$ cat src/rtl/subpixel_threshold_extent_tracker_defines.svh
// Assertion macros for the RTL file that checks its own logic.
`ifndef SUBPIXEL_THRESHOLD_EXTENT_TRACKER_DEFINES_SVH
`define SUBPIXEL_THRESHOLD_EXTENT_TRACKER_DEFINES_SVH

// Same-cycle implication, off while reset is asserted.
`define STET_ASSERT_IMP(label, clk, rst_n, ante, cons, msg) \
    label: assert property (@(posedge clk) disable iff (!rst_n) (ante) |-> (cons)) \
        else $error(msg);

// Next-cycle implication, off while reset is asserted.
`define STET_ASSERT_NXT(label, clk, rst_n, ante, cons, msg) \
    label: assert property (@(posedge clk) disable iff (!rst_n) (ante) |=> (cons)) \
        else $error(msg);

`endif

$ cat src/rtl/stet_pkg.sv
package stet_pkg;

    localparam int GRID_SIZE = 1024;
    localparam int FRAC_BITS = 8;

    localparam int IDX_W  = $clog2(GRID_SIZE);
    localparam int INT_W  = IDX_W + 1;
    localparam int POS_W  = IDX_W + FRAC_BITS + 2;
    localparam int HGT_W  = 16;
    localparam int FRC_W  = FRAC_BITS + 1;
    localparam int STEP_W = $clog2(FRAC_BITS);

    localparam logic [INT_W-1:0] INT_MIN_RESET = INT_W'(GRID_SIZE);
    localparam logic signed [POS_W-1:0] POS_MIN_RESET = POS_W'(GRID_SIZE) << FRAC_BITS;
    localparam logic signed [POS_W-1:0] FX_ONE = POS_W'(1) << FRAC_BITS;
    localparam logic [FRC_W-1:0] FRC_ONE  = FRC_W'(1) << FRAC_BITS;
    localparam logic [FRC_W-1:0] FRC_HALF = FRC_W'(1) << (FRAC_BITS - 1);

    // Queue depth must be a power of two so the pointers wrap on their own.
    localparam int QDEPTH = 2;
    localparam int QPTR_W = $clog2(QDEPTH);

    // Crossing lanes.
    localparam int NLANE   = 4;
    localparam int LN_CMIN = 0;
    localparam int LN_CMAX = 1;
    localparam int LN_RMIN = 2;
    localparam int LN_RMAX = 3;

    typedef enum logic [1:0] {
        XK_HALF,
        XK_ZERO,
        XK_ONE,
        XK_DIV
    } t_xkind;

    typedef struct packed {
        t_xkind           kind;
        logic [HGT_W-1:0] num;
        logic [HGT_W-1:0] den;
    } t_xing;

    typedef struct packed {
        logic [IDX_W-1:0]    col;
        logic [IDX_W-1:0]    row;
        logic                above;
        logic                last;
        t_xing [NLANE-1:0]   xing;
    } t_qent;

    typedef struct packed {
        logic signed [POS_W-1:0] x_lo;
        logic signed [POS_W-1:0] x_hi;
        logic signed [POS_W-1:0] y_lo;
        logic signed [POS_W-1:0] y_hi;
        logic [INT_W-1:0]        center_col;
        logic [INT_W-1:0]        center_row;
        logic                    x_swapped;
        logic                    y_swapped;
    } t_result;

    typedef enum logic [1:0] {
        S_IDLE,
        S_DIV,
        S_UPDATE,
        S_EMIT
    } t_bstate;

endpackage

$ cat src/rtl/stet_front.sv
module stet_front
    import stet_pkg::*;
(
    input  logic             i_clk,
    input  logic             i_rst_n,
    input  logic             i_cfg_valid,
    output logic             o_cfg_ready,
    input  logic [HGT_W-1:0] i_cfg_data,
    input  logic [IDX_W-1:0] i_col,
    input  logic [IDX_W-1:0] i_row,
    input  logic [HGT_W-1:0] i_h_center,
    input  logic [HGT_W-1:0] i_h_left,
    input  logic [HGT_W-1:0] i_h_right,
    input  logic [HGT_W-1:0] i_h_below,
    input  logic [HGT_W-1:0] i_h_above,
    input  logic             i_frame_end,
    output t_qent            o_entry
);

    logic [HGT_W-1:0] r_thr;

    // Sorts a crossing between a lower and an upper height into the cases
    // that need no division and the one that does.
    function automatic t_xing classify(input logic [HGT_W-1:0] lo,
                                       input logic [HGT_W-1:0] hi,
                                       input logic [HGT_W-1:0] thr);
        t_xing x;
        x.num = thr - lo;
        x.den = hi - lo;
        if (hi <= lo) begin
            x.kind = XK_HALF;
        end else if (thr <= lo) begin
            x.kind = XK_ZERO;
        end else if (thr >= hi) begin
            x.kind = XK_ONE;
        end else begin
            x.kind = XK_DIV;
        end
        return x;
    endfunction

    assign o_cfg_ready = 1'b1;

    always_ff @(posedge i_clk) begin
        if (!i_rst_n) begin
            r_thr <= '0;
        end else if (i_cfg_valid) begin
            r_thr <= i_cfg_data;
        end
    end

    always_comb begin
        o_entry                = '0;
        o_entry.col            = i_col;
        o_entry.row            = i_row;
        o_entry.above          = i_h_center > r_thr;
        o_entry.last           = i_frame_end;
        o_entry.xing[LN_CMIN]  = classify(i_h_left, i_h_center, r_thr);
        o_entry.xing[LN_CMAX]  = classify(i_h_center, i_h_right, r_thr);
        o_entry.xing[LN_RMIN]  = classify(i_h_below, i_h_center, r_thr);
        o_entry.xing[LN_RMAX]  = classify(i_h_center, i_h_above, r_thr);
    end

endmodule

$ cat src/rtl/stet_fifo.sv
module stet_fifo
    import stet_pkg::*;
(
    input  logic  i_clk,
    input  logic  i_rst_n,
    input  logic  i_wr,
    input  t_qent i_data,
    output logic  o_full,
    input  logic  i_rd,
    output t_qent o_data,
    output logic  o_empty
);

    t_qent             r_mem [QDEPTH];
    logic [QPTR_W-1:0] r_wptr;
    logic [QPTR_W-1:0] r_rptr;
    logic [QPTR_W:0]   r_count;
    logic              wr_en;
    logic              rd_en;

    assign o_full  = r_count == (QPTR_W+1)'(QDEPTH);
    assign o_empty = r_count == '0;
    assign wr_en   = i_wr && !o_full;
    assign rd_en   = i_rd && !o_empty;
    assign o_data  = r_mem[r_rptr];

    always_ff @(posedge i_clk) begin
        if (wr_en) begin
            r_mem[r_wptr] <= i_data;
        end
    end

    always_ff @(posedge i_clk) begin
        if (!i_rst_n) begin
            r_wptr  <= '0;
            r_rptr  <= '0;
            r_count <= '0;
        end else begin
            if (wr_en) begin
                r_wptr <= r_wptr + 1'b1;
            end
            if (rd_en) begin
                r_rptr <= r_rptr + 1'b1;
            end
            case ({wr_en, rd_en})
                2'b10:   r_count <= r_count + 1'b1;
                2'b01:   r_count <= r_count - 1'b1;
                default: r_count <= r_count;
            endcase
        end
    end

endmodule

$ cat src/rtl/stet_back.sv
`include "subpixel_threshold_extent_tracker_defines.svh"

module stet_back
    import stet_pkg::*;
(
    input  logic    i_clk,
    input  logic    i_rst_n,
    input  t_qent   i_q_data,
    input  logic    i_q_empty,
    output logic    o_q_pop,
    input  logic    i_res_pop,
    output logic    o_res_empty,
    output t_result o_res
);

    t_bstate r_state;
    t_bstate n_state;

    t_qent                   r_ent;
    logic [HGT_W-1:0]        r_rem [NLANE];
    logic [FRAC_BITS-1:0]    r_quo [NLANE];
    logic [HGT_W-1:0]        n_rem [NLANE];
    logic [FRAC_BITS-1:0]    n_quo [NLANE];
    logic [STEP_W-1:0]       r_step;

    logic [INT_W-1:0]        r_cmin_int;
    logic [INT_W-1:0]        r_cmax_int;
    logic [INT_W-1:0]        r_rmin_int;
    logic [INT_W-1:0]        r_rmax_int;
    logic signed [POS_W-1:0] r_cmin_f;
    logic signed [POS_W-1:0] r_cmax_f;
    logic signed [POS_W-1:0] r_rmin_f;
    logic signed [POS_W-1:0] r_rmax_f;

    t_result                 r_out;
    logic                    r_out_valid;

    logic                    out_free;
    logic                    div_done;
    logic                    ld_entry;
    logic                    run_div;
    logic                    do_update;
    logic                    do_emit;
    logic                    rem_ok;

    logic [FRC_W-1:0]        frc [NLANE];
    logic [INT_W-1:0]        col_i;
    logic [INT_W-1:0]        row_i;
    logic signed [POS_W-1:0] cand_cmin;
    logic signed [POS_W-1:0] cand_cmax;
    logic signed [POS_W-1:0] cand_rmin;
    logic signed [POS_W-1:0] cand_rmax;
    logic [INT_W:0]          csum;
    logic [INT_W:0]          rsum;
    t_result                 res;

    function automatic logic signed [POS_W-1:0] pos_of(input logic [IDX_W-1:0] idx,
                                                       input logic [FRC_W-1:0] f);
        logic signed [POS_W-1:0] base;
        base = $signed({{(POS_W-IDX_W-FRAC_BITS){1'b0}}, idx, {FRAC_BITS{1'b0}}});
        return base + $signed({{(POS_W-FRC_W){1'b0}}, f});
    endfunction

    assign out_free    = !r_out_valid || i_res_pop;
    assign div_done    = r_step == STEP_W'(FRAC_BITS - 1);
    assign o_res_empty = !r_out_valid;
    assign o_res       = r_out;

    // Next state.
    always_comb begin
        n_state = r_state;
        unique case (r_state)
            S_IDLE: begin
                if (!i_q_empty) begin
                    if (i_q_data.above) begin
                        n_state = S_DIV;
                    end else if (i_q_data.last) begin
                        n_state = S_EMIT;
                    end
                end
            end
            S_DIV: begin
                if (div_done) begin
                    n_state = S_UPDATE;
                end
            end
            S_UPDATE: begin
                n_state = r_ent.last ? S_EMIT : S_IDLE;
            end
            S_EMIT: begin
                if (out_free) begin
                    n_state = S_IDLE;
                end
            end
            default: n_state = S_IDLE;
        endcase
    end

    // Control outputs.
    always_comb begin
        ld_entry  = 1'b0;
        run_div   = 1'b0;
        do_update = 1'b0;
        do_emit   = 1'b0;
        unique case (r_state)
            S_IDLE:   ld_entry  = !i_q_empty;
            S_DIV:    run_div   = 1'b1;
            S_UPDATE: do_update = 1'b1;
            S_EMIT:   do_emit   = out_free;
            default:  ld_entry  = 1'b0;
        endcase
    end

    assign o_q_pop = ld_entry;

    // One restoring division step per lane. For a lane that needs a division
    // the numerator is below the divisor, so the quotient has only fraction bits.
    always_comb begin
        logic [HGT_W:0] t;
        for (int k = 0; k < NLANE; k++) begin
            t = {r_rem[k], 1'b0};
            if (t >= {1'b0, r_ent.xing[k].den}) begin
                n_rem[k] = HGT_W'(t - {1'b0, r_ent.xing[k].den});
                n_quo[k] = {r_quo[k][FRAC_BITS-2:0], 1'b1};
            end else begin
                n_rem[k] = t[HGT_W-1:0];
                n_quo[k] = {r_quo[k][FRAC_BITS-2:0], 1'b0};
            end
        end
    end

    always_comb begin
        rem_ok = 1'b1;
        for (int k = 0; k < NLANE; k++) begin
            if (r_ent.xing[k].kind == XK_DIV && r_rem[k] >= r_ent.xing[k].den) begin
                rem_ok = 1'b0;
            end
        end
    end

    always_comb begin
        for (int k = 0; k < NLANE; k++) begin
            case (r_ent.xing[k].kind)
                XK_HALF: frc[k] = FRC_HALF;
                XK_ZERO: frc[k] = '0;
                XK_ONE:  frc[k] = FRC_ONE;
                default: frc[k] = {1'b0, r_quo[k]};
            endcase
        end
    end

    assign col_i     = {1'b0, r_ent.col};
    assign row_i     = {1'b0, r_ent.row};
    assign cand_cmin = pos_of(r_ent.col, frc[LN_CMIN]) - FX_ONE;
    assign cand_cmax = pos_of(r_ent.col, frc[LN_CMAX]);
    assign cand_rmin = pos_of(r_ent.row, frc[LN_RMIN]) - FX_ONE;
    assign cand_rmax = pos_of(r_ent.row, frc[LN_RMAX]);

    // An empty or inverted extent comes out ordered, with its flag set.
    always_comb begin
        csum           = {1'b0, r_cmin_int} + {1'b0, r_cmax_int};
        rsum           = {1'b0, r_rmin_int} + {1'b0, r_rmax_int};
        res.x_swapped  = r_cmin_f > r_cmax_f;
        res.y_swapped  = r_rmin_f > r_rmax_f;
        res.x_lo       = res.x_swapped ? r_cmax_f : r_cmin_f;
        res.x_hi       = res.x_swapped ? r_cmin_f : r_cmax_f;
        res.y_lo       = res.y_swapped ? r_rmax_f : r_rmin_f;
        res.y_hi       = res.y_swapped ? r_rmin_f : r_rmax_f;
        res.center_col = csum[INT_W:1];
        res.center_row = rsum[INT_W:1];
    end

    always_ff @(posedge i_clk) begin
        if (ld_entry) begin
            r_ent <= i_q_data;
            for (int k = 0; k < NLANE; k++) begin
                r_rem[k] <= i_q_data.xing[k].num;
                r_quo[k] <= '0;
            end
        end else if (run_div) begin
            for (int k = 0; k < NLANE; k++) begin
                r_rem[k] <= n_rem[k];
                r_quo[k] <= n_quo[k];
            end
        end
        if (do_emit) begin
            r_out <= res;
        end
    end

    always_ff @(posedge i_clk) begin
        if (!i_rst_n) begin
            r_state     <= S_IDLE;
            r_step      <= '0;
            r_out_valid <= 1'b0;
            r_cmin_int  <= INT_MIN_RESET;
            r_rmin_int  <= INT_MIN_RESET;
            r_cmax_int  <= '0;
            r_rmax_int  <= '0;
            r_cmin_f    <= POS_MIN_RESET;
            r_rmin_f    <= POS_MIN_RESET;
            r_cmax_f    <= '0;
            r_rmax_f    <= '0;
        end else begin
            r_state <= n_state;
            if (run_div) begin
                r_step <= r_step + 1'b1;
            end else begin
                r_step <= '0;
            end
            if (do_emit) begin
                r_out_valid <= 1'b1;
            end else if (i_res_pop) begin
                r_out_valid <= 1'b0;
            end
            if (do_emit) begin
                r_cmin_int <= INT_MIN_RESET;
                r_rmin_int <= INT_MIN_RESET;
                r_cmax_int <= '0;
                r_rmax_int <= '0;
                r_cmin_f   <= POS_MIN_RESET;
                r_rmin_f   <= POS_MIN_RESET;
                r_cmax_f   <= '0;
                r_rmax_f   <= '0;
            end else if (do_update) begin
                if (col_i <= r_cmin_int) begin
                    r_cmin_int <= col_i;
                    if (r_cmin_f > cand_cmin) begin
                        r_cmin_f <= cand_cmin;
                    end
                end
                if (col_i >= r_cmax_int) begin
                    r_cmax_int <= col_i;
                    if (r_cmax_f < cand_cmax) begin
                        r_cmax_f <= cand_cmax;
                    end
                end
                if (row_i <= r_rmin_int) begin
                    r_rmin_int <= row_i;
                    if (r_rmin_f > cand_rmin) begin
                        r_rmin_f <= cand_rmin;
                    end
                end
                if (row_i >= r_rmax_int) begin
                    r_rmax_int <= row_i;
                    if (r_rmax_f < cand_rmax) begin
                        r_rmax_f <= cand_rmax;
                    end
                end
            end
        end
    end

    `STET_ASSERT_IMP(a_rem_below_den, i_clk, i_rst_n, r_state == S_DIV, rem_ok, "divider remainder reached its divisor")
    `STET_ASSERT_NXT(a_rearm_after_emit, i_clk, i_rst_n, do_emit, r_out_valid && r_cmin_int == INT_MIN_RESET && r_rmax_f == '0, "tracking state not rearmed after a result")
    `STET_ASSERT_IMP(a_result_ordered, i_clk, i_rst_n, r_out_valid, r_out.x_lo <= r_out.x_hi && r_out.y_lo <= r_out.y_hi, "result extents are not ordered")

endmodule

$ cat src/rtl/subpixel_threshold_extent_tracker.sv
// Tracks the extent of the region whose height lies above the threshold,
// one raster pixel with its four neighbors per item, and delivers one result
// with sub-pixel extents (8 fraction bits) and integer centers on the item
// that ends a frame, after which the tracking state starts over. Items enter
// a two-entry queue that takes up to one item per cycle while not full.
// Behind it the tracker finishes one item before it pops the next: a pixel
// at or below the threshold is only popped, and a pixel above it is loaded,
// run through the four radix-2 crossing dividers that run side by side, and
// used in an update; a frame end then hands over the result, which waits
// while the output register is full. A finished result is held there until
// popped, and the queue keeps accepting items meanwhile until it is full.
// The threshold register takes a write in any cycle and is meant to change
// only while the block is idle.
module subpixel_threshold_extent_tracker
    import stet_pkg::*;
(
    input  logic                    i_clk,
    input  logic                    i_rst_n,
    input  logic                    i_cfg_valid,
    output logic                    o_cfg_ready,
    input  logic [HGT_W-1:0]        i_cfg_data,
    input  logic                    push,
    output logic                    full,
    input  logic [IDX_W-1:0]        i_col,
    input  logic [IDX_W-1:0]        i_row,
    input  logic [HGT_W-1:0]        i_h_center,
    input  logic [HGT_W-1:0]        i_h_left,
    input  logic [HGT_W-1:0]        i_h_right,
    input  logic [HGT_W-1:0]        i_h_below,
    input  logic [HGT_W-1:0]        i_h_above,
    input  logic                    i_frame_end,
    output logic                    empty,
    input  logic                    pop,
    output logic signed [POS_W-1:0] o_x_lo,
    output logic signed [POS_W-1:0] o_x_hi,
    output logic signed [POS_W-1:0] o_y_lo,
    output logic signed [POS_W-1:0] o_y_hi,
    output logic [INT_W-1:0]        o_center_col,
    output logic [INT_W-1:0]        o_center_row,
    output logic                    o_x_swapped,
    output logic                    o_y_swapped
);

    t_qent   entry;
    t_qent   q_data;
    logic    q_empty;
    logic    q_pop;
    t_result res;

    stet_front u_front (
        .i_clk       (i_clk),
        .i_rst_n     (i_rst_n),
        .i_cfg_valid (i_cfg_valid),
        .o_cfg_ready (o_cfg_ready),
        .i_cfg_data  (i_cfg_data),
        .i_col       (i_col),
        .i_row       (i_row),
        .i_h_center  (i_h_center),
        .i_h_left    (i_h_left),
        .i_h_right   (i_h_right),
        .i_h_below   (i_h_below),
        .i_h_above   (i_h_above),
        .i_frame_end (i_frame_end),
        .o_entry     (entry)
    );

    stet_fifo u_fifo (
        .i_clk   (i_clk),
        .i_rst_n (i_rst_n),
        .i_wr    (push),
        .i_data  (entry),
        .o_full  (full),
        .i_rd    (q_pop),
        .o_data  (q_data),
        .o_empty (q_empty)
    );

    stet_back u_back (
        .i_clk       (i_clk),
        .i_rst_n     (i_rst_n),
        .i_q_data    (q_data),
        .i_q_empty   (q_empty),
        .o_q_pop     (q_pop),
        .i_res_pop   (pop),
        .o_res_empty (empty),
        .o_res       (res)
    );

    assign o_x_lo       = res.x_lo;
    assign o_x_hi       = res.x_hi;
    assign o_y_lo       = res.y_lo;
    assign o_y_hi       = res.y_hi;
    assign o_center_col = res.center_col;
    assign o_center_row = res.center_row;
    assign o_x_swapped  = res.x_swapped;
    assign o_y_swapped  = res.y_swapped;

endmodule
$ cat config.mk
export PLATFORM = sky130hd
export DESIGN_NAME = subpixel_threshold_extent_tracker
export DESIGN_NICKNAME = d
export VERILOG_FILES = /design/src/rtl/stet_pkg.sv /design/src/rtl/stet_front.sv /design/src/rtl/stet_fifo.sv /design/src/rtl/stet_back.sv /design/src/rtl/subpixel_threshold_extent_tracker.sv
export VERILOG_INCLUDE_DIRS = /design/src /design/src/rtl
export SDC_FILE = /design/constraint.sdc
export NUM_CORES = 2
export LEC_CHECK = 0
export BUFFER_PORTS_ARGS = -buffer_cell sky130_fd_sc_hd__buf_2
export CAP_MARGIN = 10
export CORE_UTILIZATION = 62
export CTS_CLUSTER_DIAMETER = 150
export CTS_CLUSTER_SIZE = 30
export DETAILED_ROUTE_END_ITERATION = 12
export PLACE_DENSITY = 0.81
export SYNTH_ARGS = -nofsm -noshare
export SYNTH_HDL_FRONTEND = slang
export SYNTH_SLANG_ARGS = --single-unit
$ cat constraint.sdc
create_clock -name i_clk -period 10.4 [get_ports i_clk]
set_input_delay 0.52 -clock i_clk [delete_from_list [all_inputs] [get_ports i_clk]]
set_output_delay 0.52 -clock i_clk [all_outputs]
set_load 0.005 [all_outputs]
==> metrics.txt <==
worst rel slew slack=17.5%; total wire length=91.6 mm; Finished Cell Area=0.0444 mm2; Setup TNS Final=0 ns; RSZ-0062 raised after global routing=no; most used flip-flop cell after synthesis=edfxtp_1; Final ANT Viol Nets=0; port bufs=227; CTS tree=done; crit path capture type=flop; Tmin final=5.56 ns; Netlist cell types=82; synth top area cells=edfxtp_1, ha_1, dfxtp_1, mux2i_1, mux2_2; fill cell count=5021; CP max stage cell=and3_1; Sink Count=724; pre-CTS setup slack=4.94 ns; top cell type's share of synthesized area=41.6%; slack of the critical path=4.84 ns; fin. max-slew vios=0; number of gates resized after cts=0; average routed wire per standard cell=19.3 um; core area=0.0661 mm2; CP max stage delay=1.00 ns; dpl hpwl=68.4 mm; Detailed Routing Iterations Pass 1=12; CP Launch Type=flop; Hold-fix buffers, CTS=0; Reg2Reg Depth=20; data required time of the worst path=10.98 ns; synthesis-to-finish area growth=6.68%; worst vdd ir=182 uV; maximum clock path buffer count=3; worst-path cell chain=nor2b_1, ha_1, ha_1, inv_1, ha_1, nor4b_1, a41oi_1, nor3b_1, nor2_1, a211oi_1, xnor2_1, ha_1, nand4_1, and4bb_1, a21boi_1, a2111oi_2, xor2_1, and3_1, mux2_2, nor2_1; measured slew at the worst slew-check pin=1.24 ns; cell area after technology mapping=0.0416 mm2; WP data arrival=6.14 ns; DR vias/cell=5.98; syn avg cell area=11.2 um2; GPL Wtd Cong=0.941; Ports=229; Rows=94; placed cell areas=0.0436 mm2; All-Layer GR Usage=26.2%; commonest cells in the netlist=edfxtp_1, ha_1, inv_1; top-count cell post-synth=edfxtp_1; sequential area share after synthesis=48.7%; CTS Buf Count=28; Final Skew=0.0252 ns; Setup Buffers After CTS=0; Mapped Cells=3710; failing checks=design-rule violations; clk slew on worst S/H paths=0.12 ns; htree depth=1; hold crit path type=input port to flop; Final nets=4401; Max-cap violations=0; status=complete, but fails checks; # diodes=0; GRT overflow=0; DR vias=28452; f_max=180 MHz; Post-synth EDFFs=577; Synth async-reset ratio=0%; Residual DRC=14; PD cells=250 mW/mm2; Chip Width=261 um; DIE AREA=0.0682 mm2; Synth warnings=0; Vert. Die Dim=261 um; CTS Root Cell=clkbuf_16; Synth Register Bits=724; largest net degree at the start of global routing=102; share of cells above drive strength 1=11.4%; worst-skew pair later-pin latency=0.65 ns; Crit Path Max Fanout=25; Static Leakage=0.0179 uW; final critical-path share of the clock period=53.5%; initial antenna violation count=2; starting density of the core=63.0%; Final Setup Violations=0; final hold violations=0; vias in the first global route=26661; hold depth=1; Yosys top cell by area=edfxtp_1; critical path type=flop to flop; Detailed Route Iter0 Violations=2480; Crit path top cell by count=ha_1; first-pass GRT wire length=142 mm
-- where the power goes --
part	internal (uW)	switching, uW	leakage [uW]	total (uW)
clock network	537	872	0.000395	1410
registers	4120	438	0.00661	4560
logic	2090	3050	0.0109	5140
total	6750	4360	0.0179	11100
-- per-layer routing --
| layer | GRT usage, % | routed length [um] | vias to the layer above | share of wire (%) |
|---|---|---|---|---|
| li1 | - | - | 13903 | - |
| met1 | 37.9 | 41800 | 13607 | 46 |
| met2 | 42.8 | 42200 | 814 | 46 |
| met3 | 2.23 | 5320 | 128 | 5.8 |
| met4 | 6.69 | 2230 | 0 | 2.4 |
| met5 | 0 | 0 | - | 0 |
-- cell families (layout without fill, tap and decap cells) --
| family | after synthesis | count (layout) | synth area share [%] |
|---|---|---|---|
| flops | 724 | 724 | 48.7 |
| other cells | 2 | 3 | 0.0180 |
| simple gates | 863 | 863 | 10.6 |
| fa+ha+maj | 408 | 408 | 12.5 |
| xor+xnor | 195 | 195 | 4.10 |
| buf+inv | 449 | 630 | 4.24 |
| mux | 304 | 304 | 7.70 |
| compound gates | 765 | 765 | 12.1 |
-- layout make-up --
type,count,area (um2),share of cell area [%]
flip-flops and latches,724,20300,45.7
multi-input cells,2538,19700,44.3
repair buffers,251,1320,2.96
inverters,328,1230,2.78
well taps,864,1080,2.43
clock buffers,49,801,1.80
clock inverters,2,28.8,0.0648
-- per-stage QoR --
step | utilization (%) | instances | hold slack, ns | total power, uW
after CTS | 67.2 | 4756 | 0.0318 | 11100
after floorplan | - | 3711 | 0.397 | 8520
final | 67.2 | 4756 | 0.0583 | 11100
after global routing | 67.2 | 4756 | 0.0384 | 11900
after global placement | 65.9 | 4705 | 0.413 | 9550
after detailed placement | 65.9 | 4705 | 0.433 | 9720
-- state kept, by name (all words and copies together) (netlist names), 3 cells and up, named ones only --
name	cells
u_back.r_rmin_int	11
u_back.r_cmax_int	10
u_fifo.r_mem	284
u_back.r_quo	32
u_back.r_ent	83
u_back.r_cmax_f	19
u_back.r_rmax_f	19
u_back.o_res	104
u_front.r_thr	16
u_back.col_i	10
u_back.r_cmin_f	20
u_back.r_rem	64
u_back.r_cmin_int	11
u_back.r_rmax_int	10
u_back.r_rmin_f	20
u_back.r_step	3
-- worst paths after layout --
check / start / end / slack [ns]
max: u_back.r_ent[101] / u_back.r_rmin_f[2] / 4.84
min: i_row[8] / u_fifo.r_mem[0][146] / 0.06
max reg2reg: u_back.r_ent[101] / u_back.r_rmin_f[2] / 4.84
min reg2reg: u_back.r_step[0] / u_back.r_step[0] / 0.44
-- critical path: cells and delay by family (launching register included) --
family,cells,cell delay [ns]
AOI/OAI and AO/OA,4,0.92
xor gates and xnor gates,2,0.35
adders and majority gates,4,1.01
buffers and inverters,1,0.06
DFF,1,0.44
muxes,1,0.43
and+or+nand+nor,8,2.29
-- placed cells by master (no fill, tap or decap), drive strengths merged, types with 101 or more instances in the layout --
cell and count:
a21o 101, a21oi 224, buf 251, dfxtp 147, edfxtp 577, ha 395
inv 330, mux2 130, mux2i 174, nand2 129, nor2 223, nor2b 102
o21ai 115, xnor2 140
Power figures use the tool's default switching activity.
